[src/pal_pkg.sv]
// Shared types and constants for the positional array list.
// Holds operation codes, field widths and controller/datapath interface structs.
// No dependencies.
package pal_pkg;

    localparam int DEPTH_DEF = 32;
    localparam int OP_W      = 2;
    localparam int POS_W     = 6;
    localparam int DATA_W    = 32;
    localparam int LEN_W     = 6;

    typedef enum logic [OP_W-1:0] {
        OP_GET    = 2'd0,
        OP_INSERT = 2'd1,
        OP_DELETE = 2'd2
    } t_op;

    typedef struct packed {
        logic load;
        logic rd_pos;
        logic cap;
        logic k_init;
        logic rd_move;
        logic wr_move;
        logic wr_new;
        logic finish;
    } t_cmd;

    typedef struct packed {
        logic err;
        logic is_get;
        logic is_ins;
        logic move_more;
    } t_sts;

endpackage

[src/positional_array_list.sv]
// Each operation runs through controller states: check, read, entry moves (a read state
// and a write state per moved entry) and result; the result waits while an output beat is
// still pending. A new input beat is accepted only after the previous result is issued.
// Reset: synchronous active low; clears length to zero and control state; entries undefined.
module positional_array_list
    import pal_pkg::*;
#(
    parameter int DEPTH = DEPTH_DEF
) (
    input  logic                     i_clk,
    input  logic                     i_rst_n,
    input  logic                     i_in_valid,
    output logic                     o_in_ready,
    input  logic [OP_W-1:0]          i_operation,
    input  logic [POS_W-1:0]         i_position,
    input  logic signed [DATA_W-1:0] i_new_value,
    output logic                     o_out_valid,
    input  logic                     i_out_ready,
    output logic                     o_status,
    output logic signed [DATA_W-1:0] o_item_value,
    output logic [LEN_W-1:0]         o_list_length
);

    t_cmd cmd;
    t_sts sts;

    pal_ctrl u_ctrl (
        .i_clk       (i_clk),
        .i_rst_n     (i_rst_n),
        .i_in_valid  (i_in_valid),
        .o_in_ready  (o_in_ready),
        .o_out_valid (o_out_valid),
        .i_out_ready (i_out_ready),
        .i_sts       (sts),
        .o_cmd       (cmd)
    );

    pal_dp #(
        .DEPTH (DEPTH)
    ) u_dp (
        .i_clk         (i_clk),
        .i_rst_n       (i_rst_n),
        .i_cmd         (cmd),
        .i_operation   (i_operation),
        .i_position    (i_position),
        .i_new_value   (i_new_value),
        .o_sts         (sts),
        .o_status      (o_status),
        .o_item_value  (o_item_value),
        .o_list_length (o_list_length)
    );

`ifndef SYNTHESIS
    a_err_zero: assert property (@(posedge i_clk) disable iff (!i_rst_n)
        (o_out_valid && o_status) |-> (o_item_value == '0))
        else $error("error beat carries nonzero value");

    a_one_in_flight: assert property (@(posedge i_clk) disable iff (!i_rst_n)
        (i_in_valid && o_in_ready) |=> !o_in_ready)
        else $error("input accepted while busy");

    a_finish_slot: assert property (@(posedge i_clk) disable iff (!i_rst_n)
        (cmd.finish && o_out_valid) |-> i_out_ready)
        else $error("result overwrote pending beat");
`endif

endmodule

[src/pal_dp.sv]
// Datapath of the positional array list: entry memory, length count, move pointer.
// Executes commands from pal_ctrl and reports status back.
// Depends on pal_pkg.
module pal_dp
    import pal_pkg::*;
#(
    parameter int DEPTH = DEPTH_DEF
) (
    input  logic                     i_clk,
    input  logic                     i_rst_n,
    input  t_cmd                     i_cmd,
    input  logic [OP_W-1:0]          i_operation,
    input  logic [POS_W-1:0]         i_position,
    input  logic signed [DATA_W-1:0] i_new_value,
    output t_sts                     o_sts,
    output logic                     o_status,
    output logic signed [DATA_W-1:0] o_item_value,
    output logic [LEN_W-1:0]         o_list_length
);

    localparam int AW = $clog2(DEPTH);
    localparam int CW = $clog2(DEPTH + 1);
    localparam int XW = ((CW > POS_W) ? CW : POS_W) + 1;

    logic [DATA_W-1:0] r_mem [DEPTH];

    logic [OP_W-1:0]   r_op;
    logic [POS_W-1:0]  r_pos;
    logic [DATA_W-1:0] r_val;
    logic [CW-1:0]     r_cnt;
    logic [CW-1:0]     n_cnt;
    logic [XW-1:0]     r_k;
    logic [DATA_W-1:0] r_rdata;
    logic [DATA_W-1:0] r_got;
    logic              r_status;
    logic [DATA_W-1:0] r_item;
    logic [LEN_W-1:0]  r_len;

    logic [XW-1:0]     posx;
    logic [XW-1:0]     cntx;
    logic [XW-1:0]     km1;
    logic [XW-1:0]     pm1;
    logic              err;
    logic              is_get;
    logic              is_ins;
    logic              rd_en;
    logic [AW-1:0]     rd_addr;
    logic              wr_en;
    logic [AW-1:0]     wr_addr;
    logic [DATA_W-1:0] wr_data;

    assign posx   = XW'(r_pos);
    assign cntx   = XW'(r_cnt);
    assign km1    = r_k - XW'(1);
    assign pm1    = posx - XW'(1);
    assign is_get = (r_op == OP_GET);
    assign is_ins = (r_op == OP_INSERT);

    always_comb begin
        case (r_op)
            OP_GET, OP_DELETE: err = (posx == '0) || (posx > cntx);
            OP_INSERT:         err = (cntx >= XW'(DEPTH)) || (posx == '0)
                                     || (posx > (cntx + XW'(1)));
            default:           err = 1'b1;
        endcase
    end

    assign o_sts.err       = err;
    assign o_sts.is_get    = is_get;
    assign o_sts.is_ins    = is_ins;
    assign o_sts.move_more = is_ins ? (r_k >= posx) : (r_k < cntx);

    assign rd_en   = i_cmd.rd_pos | i_cmd.rd_move;
    assign rd_addr = i_cmd.rd_pos ? pm1[AW-1:0] : (is_ins ? km1[AW-1:0] : r_k[AW-1:0]);
    assign wr_en   = i_cmd.wr_move | i_cmd.wr_new;
    assign wr_addr = i_cmd.wr_new ? pm1[AW-1:0] : (is_ins ? r_k[AW-1:0] : km1[AW-1:0]);
    assign wr_data = i_cmd.wr_new ? r_val : r_rdata;

    always_comb begin
        n_cnt = r_cnt;
        if (i_cmd.finish && !err) begin
            if (is_ins) begin
                n_cnt = r_cnt + CW'(1);
            end else if (!is_get) begin
                n_cnt = r_cnt - CW'(1);
            end
        end
    end

    always_ff @(posedge i_clk) begin
        if (!i_rst_n) begin
            r_cnt <= '0;
        end else begin
            r_cnt <= n_cnt;
        end
    end

    always_ff @(posedge i_clk) begin
        if (wr_en) begin
            r_mem[wr_addr] <= wr_data;
        end
        if (rd_en) begin
            r_rdata <= r_mem[rd_addr];
        end
    end

    always_ff @(posedge i_clk) begin
        if (i_cmd.load) begin
            r_op  <= i_operation;
            r_pos <= i_position;
            r_val <= i_new_value;
        end
        if (i_cmd.cap) begin
            r_got <= r_rdata;
        end
        if (i_cmd.k_init) begin
            r_k <= is_ins ? cntx : posx;
        end else if (i_cmd.wr_move) begin
            r_k <= is_ins ? km1 : (r_k + XW'(1));
        end
        if (i_cmd.finish) begin
            r_status <= err;
            r_item   <= (!err && !is_ins) ? r_got : '0;
            r_len    <= LEN_W'(n_cnt);
        end
    end

    assign o_status      = r_status;
    assign o_item_value  = r_item;
    assign o_list_length = r_len;

endmodule

[src/pal_ctrl.sv]
// Controller of the positional array list: sequences check, read, entry moves and result.
// Owns both handshakes and the output valid flag; drives pal_dp by commands.
// Depends on pal_pkg.
module pal_ctrl
    import pal_pkg::*;
(
    input  logic i_clk,
    input  logic i_rst_n,
    input  logic i_in_valid,
    output logic o_in_ready,
    output logic o_out_valid,
    input  logic i_out_ready,
    input  t_sts i_sts,
    output t_cmd o_cmd
);

    typedef enum logic [5:0] {
        S_IDLE   = 6'b000001,
        S_CHECK  = 6'b000010,
        S_CAP    = 6'b000100,
        S_MV_CHK = 6'b001000,
        S_MV_WR  = 6'b010000,
        S_FIN    = 6'b100000
    } t_state;

    t_state r_state;
    t_state n_state;
    logic   r_out_valid;
    logic   n_out_valid;
    logic   out_free;

    assign o_in_ready  = (r_state == S_IDLE);
    assign o_out_valid = r_out_valid;
    assign out_free    = !r_out_valid || i_out_ready;

    always_comb begin
        o_cmd   = '0;
        n_state = r_state;
        case (r_state)
            S_IDLE: begin
                if (i_in_valid) begin
                    o_cmd.load = 1'b1;
                    n_state    = S_CHECK;
                end
            end
            S_CHECK: begin
                if (i_sts.err) begin
                    n_state = S_FIN;
                end else if (i_sts.is_ins) begin
                    o_cmd.k_init = 1'b1;
                    n_state      = S_MV_CHK;
                end else begin
                    o_cmd.rd_pos = 1'b1;
                    n_state      = S_CAP;
                end
            end
            S_CAP: begin
                o_cmd.cap = 1'b1;
                if (i_sts.is_get) begin
                    n_state = S_FIN;
                end else begin
                    o_cmd.k_init = 1'b1;
                    n_state      = S_MV_CHK;
                end
            end
            S_MV_CHK: begin
                if (i_sts.move_more) begin
                    o_cmd.rd_move = 1'b1;
                    n_state       = S_MV_WR;
                end else begin
                    o_cmd.wr_new = i_sts.is_ins;
                    n_state      = S_FIN;
                end
            end
            S_MV_WR: begin
                o_cmd.wr_move = 1'b1;
                n_state       = S_MV_CHK;
            end
            S_FIN: begin
                if (out_free) begin
                    o_cmd.finish = 1'b1;
                    n_state      = S_IDLE;
                end
            end
            default: begin
                n_state = S_IDLE;
            end
        endcase
    end

    always_comb begin
        n_out_valid = r_out_valid;
        if (o_cmd.finish) begin
            n_out_valid = 1'b1;
        end else if (i_out_ready) begin
            n_out_valid = 1'b0;
        end
    end

    always_ff @(posedge i_clk) begin
        if (!i_rst_n) begin
            r_state     <= S_IDLE;
            r_out_valid <= 1'b0;
        end else begin
            r_state     <= n_state;
            r_out_valid <= n_out_valid;
        end
    end

endmodule

[config.mk]
export PLATFORM = sky130hd
export DESIGN_NAME = positional_array_list
export DESIGN_NICKNAME = d
export VERILOG_FILES = /design/src/pal_pkg.sv /design/src/positional_array_list.sv /design/src/pal_dp.sv /design/src/pal_ctrl.sv
export SDC_FILE = /design/constraint.sdc
export NUM_CORES = 1
export LEC_CHECK = 0
export BUFFER_PORTS_ARGS = -buffer_cell sky130_fd_sc_hd__buf_2
export CELL_PAD_IN_SITES_DETAIL_PLACEMENT = 0
export CELL_PAD_IN_SITES_GLOBAL_PLACEMENT = 1
export CORE_ASPECT_RATIO = 0.9
export CORE_MARGIN = 2
export CORE_UTILIZATION = 49
export CTS_CLUSTER_DIAMETER = 40
export DETAILED_ROUTE_END_ITERATION = 7
export PLACE_DENSITY = 0.82
export SLEW_MARGIN = 20
export SYNTH_ARGS = -nofsm -noshare
export SYNTH_HDL_FRONTEND = slang
export SYNTH_HIERARCHICAL = 1
export SYNTH_SLANG_ARGS = --single-unit
[constraint.sdc]
create_clock -name i_clk -period 8.75 [get_ports i_clk]
set_input_delay 0.4375 -clock i_clk [delete_from_list [all_inputs] [get_ports i_clk]]
set_output_delay 0.4375 -clock i_clk [all_outputs]
set_load 0.05 [all_outputs]
==> flow_metrics.env <==
export IMPL_initial_core_util_pct=49.37
export IMPL_drt_wl_total_um=152300
export IMPL_regToRegSetupSlack_ps=2120
export IMPL_dr_pass1_iters=7
export IMPL_cts_htree_levels=4
export IMPL_cts_tree="yes"
export IMPL_path_clk_slew_ps=60
export IMPL_required_ps=9240
export IMPL_grt_pass1_vias=33238
export IMPL_fin_tns_setup_ps=0
export IMPL_timing_clock_skew_ps=31.72
export IMPL_fin_ws_ps=2116
export IMPL_ff2ff_path_depth=19
export IMPL_vias=35386
export IMPL_numClockSinks=1187
export IMPL_drtIter0Drc=5200
export IMPL_grt_usage_pct=28.15
export IMPL_post_route_util_pct=56.46
export IMPL_synth_top_flop_cell="edfxtp_1"
export IMPL_p_leak_uw=0.02022
export IMPL_synthSimpleGateAreaFrac_pct=11.81
export IMPL_synth_fa_ha_area_share_pct=0.7097
export IMPL_power_frac_seq_pct=48.1
export IMPL_insertedDiodeCount=0
export IMPL_fmaxAchievable_ghz=0.1507
export IMPL_drive_gt1_share_pct=12.21
export IMPL_grt_overflow=0
export IMPL_synth_top_family_by_area="simple AND/OR/NAND/NOR gates"
export IMPL_preCtsSetupSlack_ps=2170
export IMPL_ys_ff_latch=1187
export IMPL_swShare_pct=22.80
export IMPL_grt_max_degree=184
export IMPL_die_y_um=310.4
export IMPL_ant_nets=0
export IMPL_grt_antenna_before_repair=3
export IMPL_die_x_um=344.5
export IMPL_worstHoldStart="i_out_ready"
export IMPL_synth_async_reset_ratio_pct=0
export IMPL_post_cts_resized=0
export IMPL_clock_root_buffer="clkbuf_16"
export IMPL_min_path_cells=3
export IMPL_yosysTopAreaCell="edfxtp_1"
export IMPL_min_to="u_ctrl/o_out_valid$_SDFFE_PN0P_"
export IMPL_tightestPinTransition_ps=1160
export IMPL_maxCapViolCount=0
export IMPL_slew_headroom_pct=22.51
export IMPL_cts_buffers=149
export IMPL_cp_end_kind="flop"
export IMPL_synth_area_um2=51130
export IMPL_setup_worst_path_start="u_dp/r_cnt[2]$_SDFF_PN0_"
export IMPL_drcViolationCount=0
export IMPL_syn_to_final_growth_pct=14.36
export IMPL_ios=85
export IMPL_maxSlewViolCount=0
export IMPL_critPathMaxFanout=147
export IMPL_clock_path_buffers=3
export IMPL_rr_startpoint="u_dp/r_cnt[2]$_SDFF_PN0_"
export IMPL_timing_rr_end="u_dp/r_rdata[31]$_DFFE_PP_"
export IMPL_ir_drop_v=0.0001454
export IMPL_status="complete, no violations"
export IMPL_nNetsFinal=4018
export IMPL_synth_compound_area_share_pct=10.25
export IMPL_seq_area_frac_synth_pct=69.46
export IMPL_clkLatencyLatePin_ps=760
export IMPL_worstSetupStartpointType="flop"
export IMPL_gp_congestion=0.8493
export IMPL_synth_xor_area_share_pct=0.4796
export IMPL_p_clk_share_pct=47.0
export IMPL_p_int_uw=9955
export IMPL_hold_viol=0
export IMPL_period_share_pct=75.82
export IMPL_rows=112
export IMPL_comb_power_share_pct=4.8
export IMPL_synth_cell_types=63
export IMPL_synth_area_per_cell_um2=13.13
export IMPL_viasPerCell=6.506
export IMPL_synth_cells=3894
export IMPL_synth_edff_count=1174
export IMPL_netlist_top_cells_area="edfxtp_1, nand2_1, a221oi_1"
export IMPL_port_buffers=84
export IMPL_avgRoutedWirePerCell_um=28.00
export IMPL_dp_hpwl_um=76530
export IMPL_worst_setup_path_type="reg -> reg"
export IMPL_yosys_warnings=6
export IMPL_synth_top_cell_area_share_pct=68.95
export IMPL_core_um2=103600
export IMPL_finalSetupViolations=0
export IMPL_worstPathArrival_ps=7130
export IMPL_p_switching_uw=2941
export IMPL_die_area_um2=106900
export IMPL_hold_class="in -> reg"
export IMPL_power_density_nw_per_um2=220.5
export IMPL_syn_nets=3967
export IMPL_period_needed_ps=6634
export IMPL_synth_mux_area_share_pct=4.642
export IMPL_rsz0062_at_grt="no"
export IMPL_grt_pass1_wl_um=220700
state kept, by name, summed over array words and instances, names as in the netlist, 7 cells and up:
name               flops
u_dp/r_rdata          32
u_dp/r_got            32
u_dp/r_val            32
u_dp/r_mem          1024
u_dp/o_item_value     32
u_dp/r_k               7
power groups by stage:
stage          clock [uW]  combinational [uW]  sequential, uW
2_1_floorplan           0                 413            6310
3_3_place_gp            0                 581            6330
3_5_place_dp            0                 592            6320
4_1_cts              6120                 610            6210
5_1_grt              6340                 668            6200
6_report             6070                 621            6210
logic make-up after synthesis:
family / Yosys count
flops: 1187
compound gates: 673
xor+xnor: 28
fa+ha+maj: 29
simple gates: 1426
mux: 233
buf+inv: 318
per-layer routing:
metal | GRT usage (%) | wire length [um] | vias to the layer above
met4 | 9.980 | 5022 | 2
met3 | 5.199 | 17580 | 342
li1 | - | - | 15099
met5 | 0 | 12 | -
met2 | 43.79 | 69230 | 2317
met1 | 39.85 | 60460 | 17626
through the flow:
| step | power (uW) | std cells | hold WS [ps] | instance area (um2) |
|---|---|---|---|---|
| final | 12900 | 5439 | 60.96 | 58470 |
| after global routing | 13210 | 5439 | 70.42 | 58470 |
| after CTS | 12940 | 5438 | 1.751 | 58460 |
| after detailed placement | 6916 | 5121 | 441.9 | 53100 |
| after global placement | 6907 | 5118 | 441.4 | 53020 |
| after floorplan | 6726 | 3894 | 422.2 | 51130 |
layout by cell type (no fill, tap or decap), types with 6 or more instances in the layout:
cell type | synthesis | layout
nor3_1 | 68 | 68
buf_2 | 69 | 84
clkinv_2 | 0 | 18
clkinv_4 | 0 | 12
ha_1 | 29 | 29
clkbuf_1 | 191 | 15
clkinv_8 | 0 | 6
xor2_1 | 9 | 8
o21ai_0 | 15 | 15
mux2i_1 | 200 | 200
a21oi_1 | 107 | 106
a211oi_1 | 65 | 65
a21boi_0 | 33 | 33
clkbuf_16 | 0 | 155
inv_6 | 0 | 21
buf_4 | 16 | 60
nor2_4 | 0 | 34
inv_1 | 19 | 19
dfxtp_1 | 13 | 13
dlygate4sd3_1 | 0 | 41
a22oi_1 | 33 | 33
and2_1 | 37 | 35
a21o_1 | 8 | 8
bufinv_16 | 0 | 9
edfxtp_1 | 1174 | 1174
mux2_2 | 33 | 33
a221oi_1 | 384 | 384
nor2_1 | 51 | 17
nand3_1 | 266 | 266
buf_12 | 0 | 10
clkinvlp_4 | 0 | 15
clkinv_1 | 0 | 18
nand2_1 | 960 | 959
xnor2_1 | 19 | 18
worst max-delay path by stage:
| stage | endpoint | depth (start not counted) |
|---|---|---|
| 2_1_floorplan | u_dp/r_mem[16][0]$_DFFE_PP_ | 18 |
| 3_3_place_gp | u_dp/r_rdata[30]$_DFFE_PP_ | 20 |
| 3_5_place_dp | u_dp/r_rdata[31]$_DFFE_PP_ | 19 |
| 4_1_cts | u_dp/r_rdata[31]$_DFFE_PP_ | 19 |
| 5_1_grt | u_dp/r_rdata[30]$_DFFE_PP_ | 20 |
| 6_report | u_dp/r_rdata[31]$_DFFE_PP_ | 19 |
layout make-up:
type | instances | area (um2)
sequential | 1187 | 35510
tap | 1368 | 1712
inverter | 20 | 77.57
timing repair buffer | 198 | 1564
clock inverter | 104 | 983.4
clock buffer | 173 | 3976
fill | 8058 | 45090
multi-input combinational | 2389 | 14650
timing repair:
item                      in CTS  in global routing
setup buffers                  0                  0
hold buffers                  40                  1
hold endpoints to repair      40                  1
critical path, stage by stage (launching register included):
cell	delay, ps
dfxtp_1	490
inv_1	180
nor3_1	460
nand3_1	150
xnor2_1	150
ha_1	290
nand3_1	100
o21bai_1	110
a21oi_1	90
o31ai_1	550
nand2_1	310
nor4_4	470
buf_12	560
a211oi_2	70
a211oi_2	520
or2_4	930
buf_4	370
a221oi_1	70
nor3_1	290
a22oi_1	130
synth_stat cells, types with 2 or more instances:
library cell and n:
o21bai_1 2, ha_1 29, buf_4 16, a211oi_2 2
and3_1 2, a21boi_2 2, or4bb_1 2, or2_2 2
mux2_2 33, o32ai_1 3, nor3b_1 2, nand3_1 266
nand3b_1 4, buf_2 69, nand4_1 4, and4b_1 3
nor3_1 68, xnor2_1 19, a21boi_0 33, o31ai_1 2
xor2_1 9, buf_1 20, nand2b_1 6, clkbuf_1 191
a21o_1 8, nor2b_1 5, edfxtp_1 1174, mux2i_1 200
a21oi_1 107, o21a_1 5, a221oi_1 384, o21ai_1 3
a211oi_1 65, nand2_1 960, o22ai_1 2, inv_1 19
o21ai_0 15, dfxtp_1 13, a31oi_1 3, and2_1 37
a22oi_1 33, nor2_1 51
(Power assumes the default switching activity.)
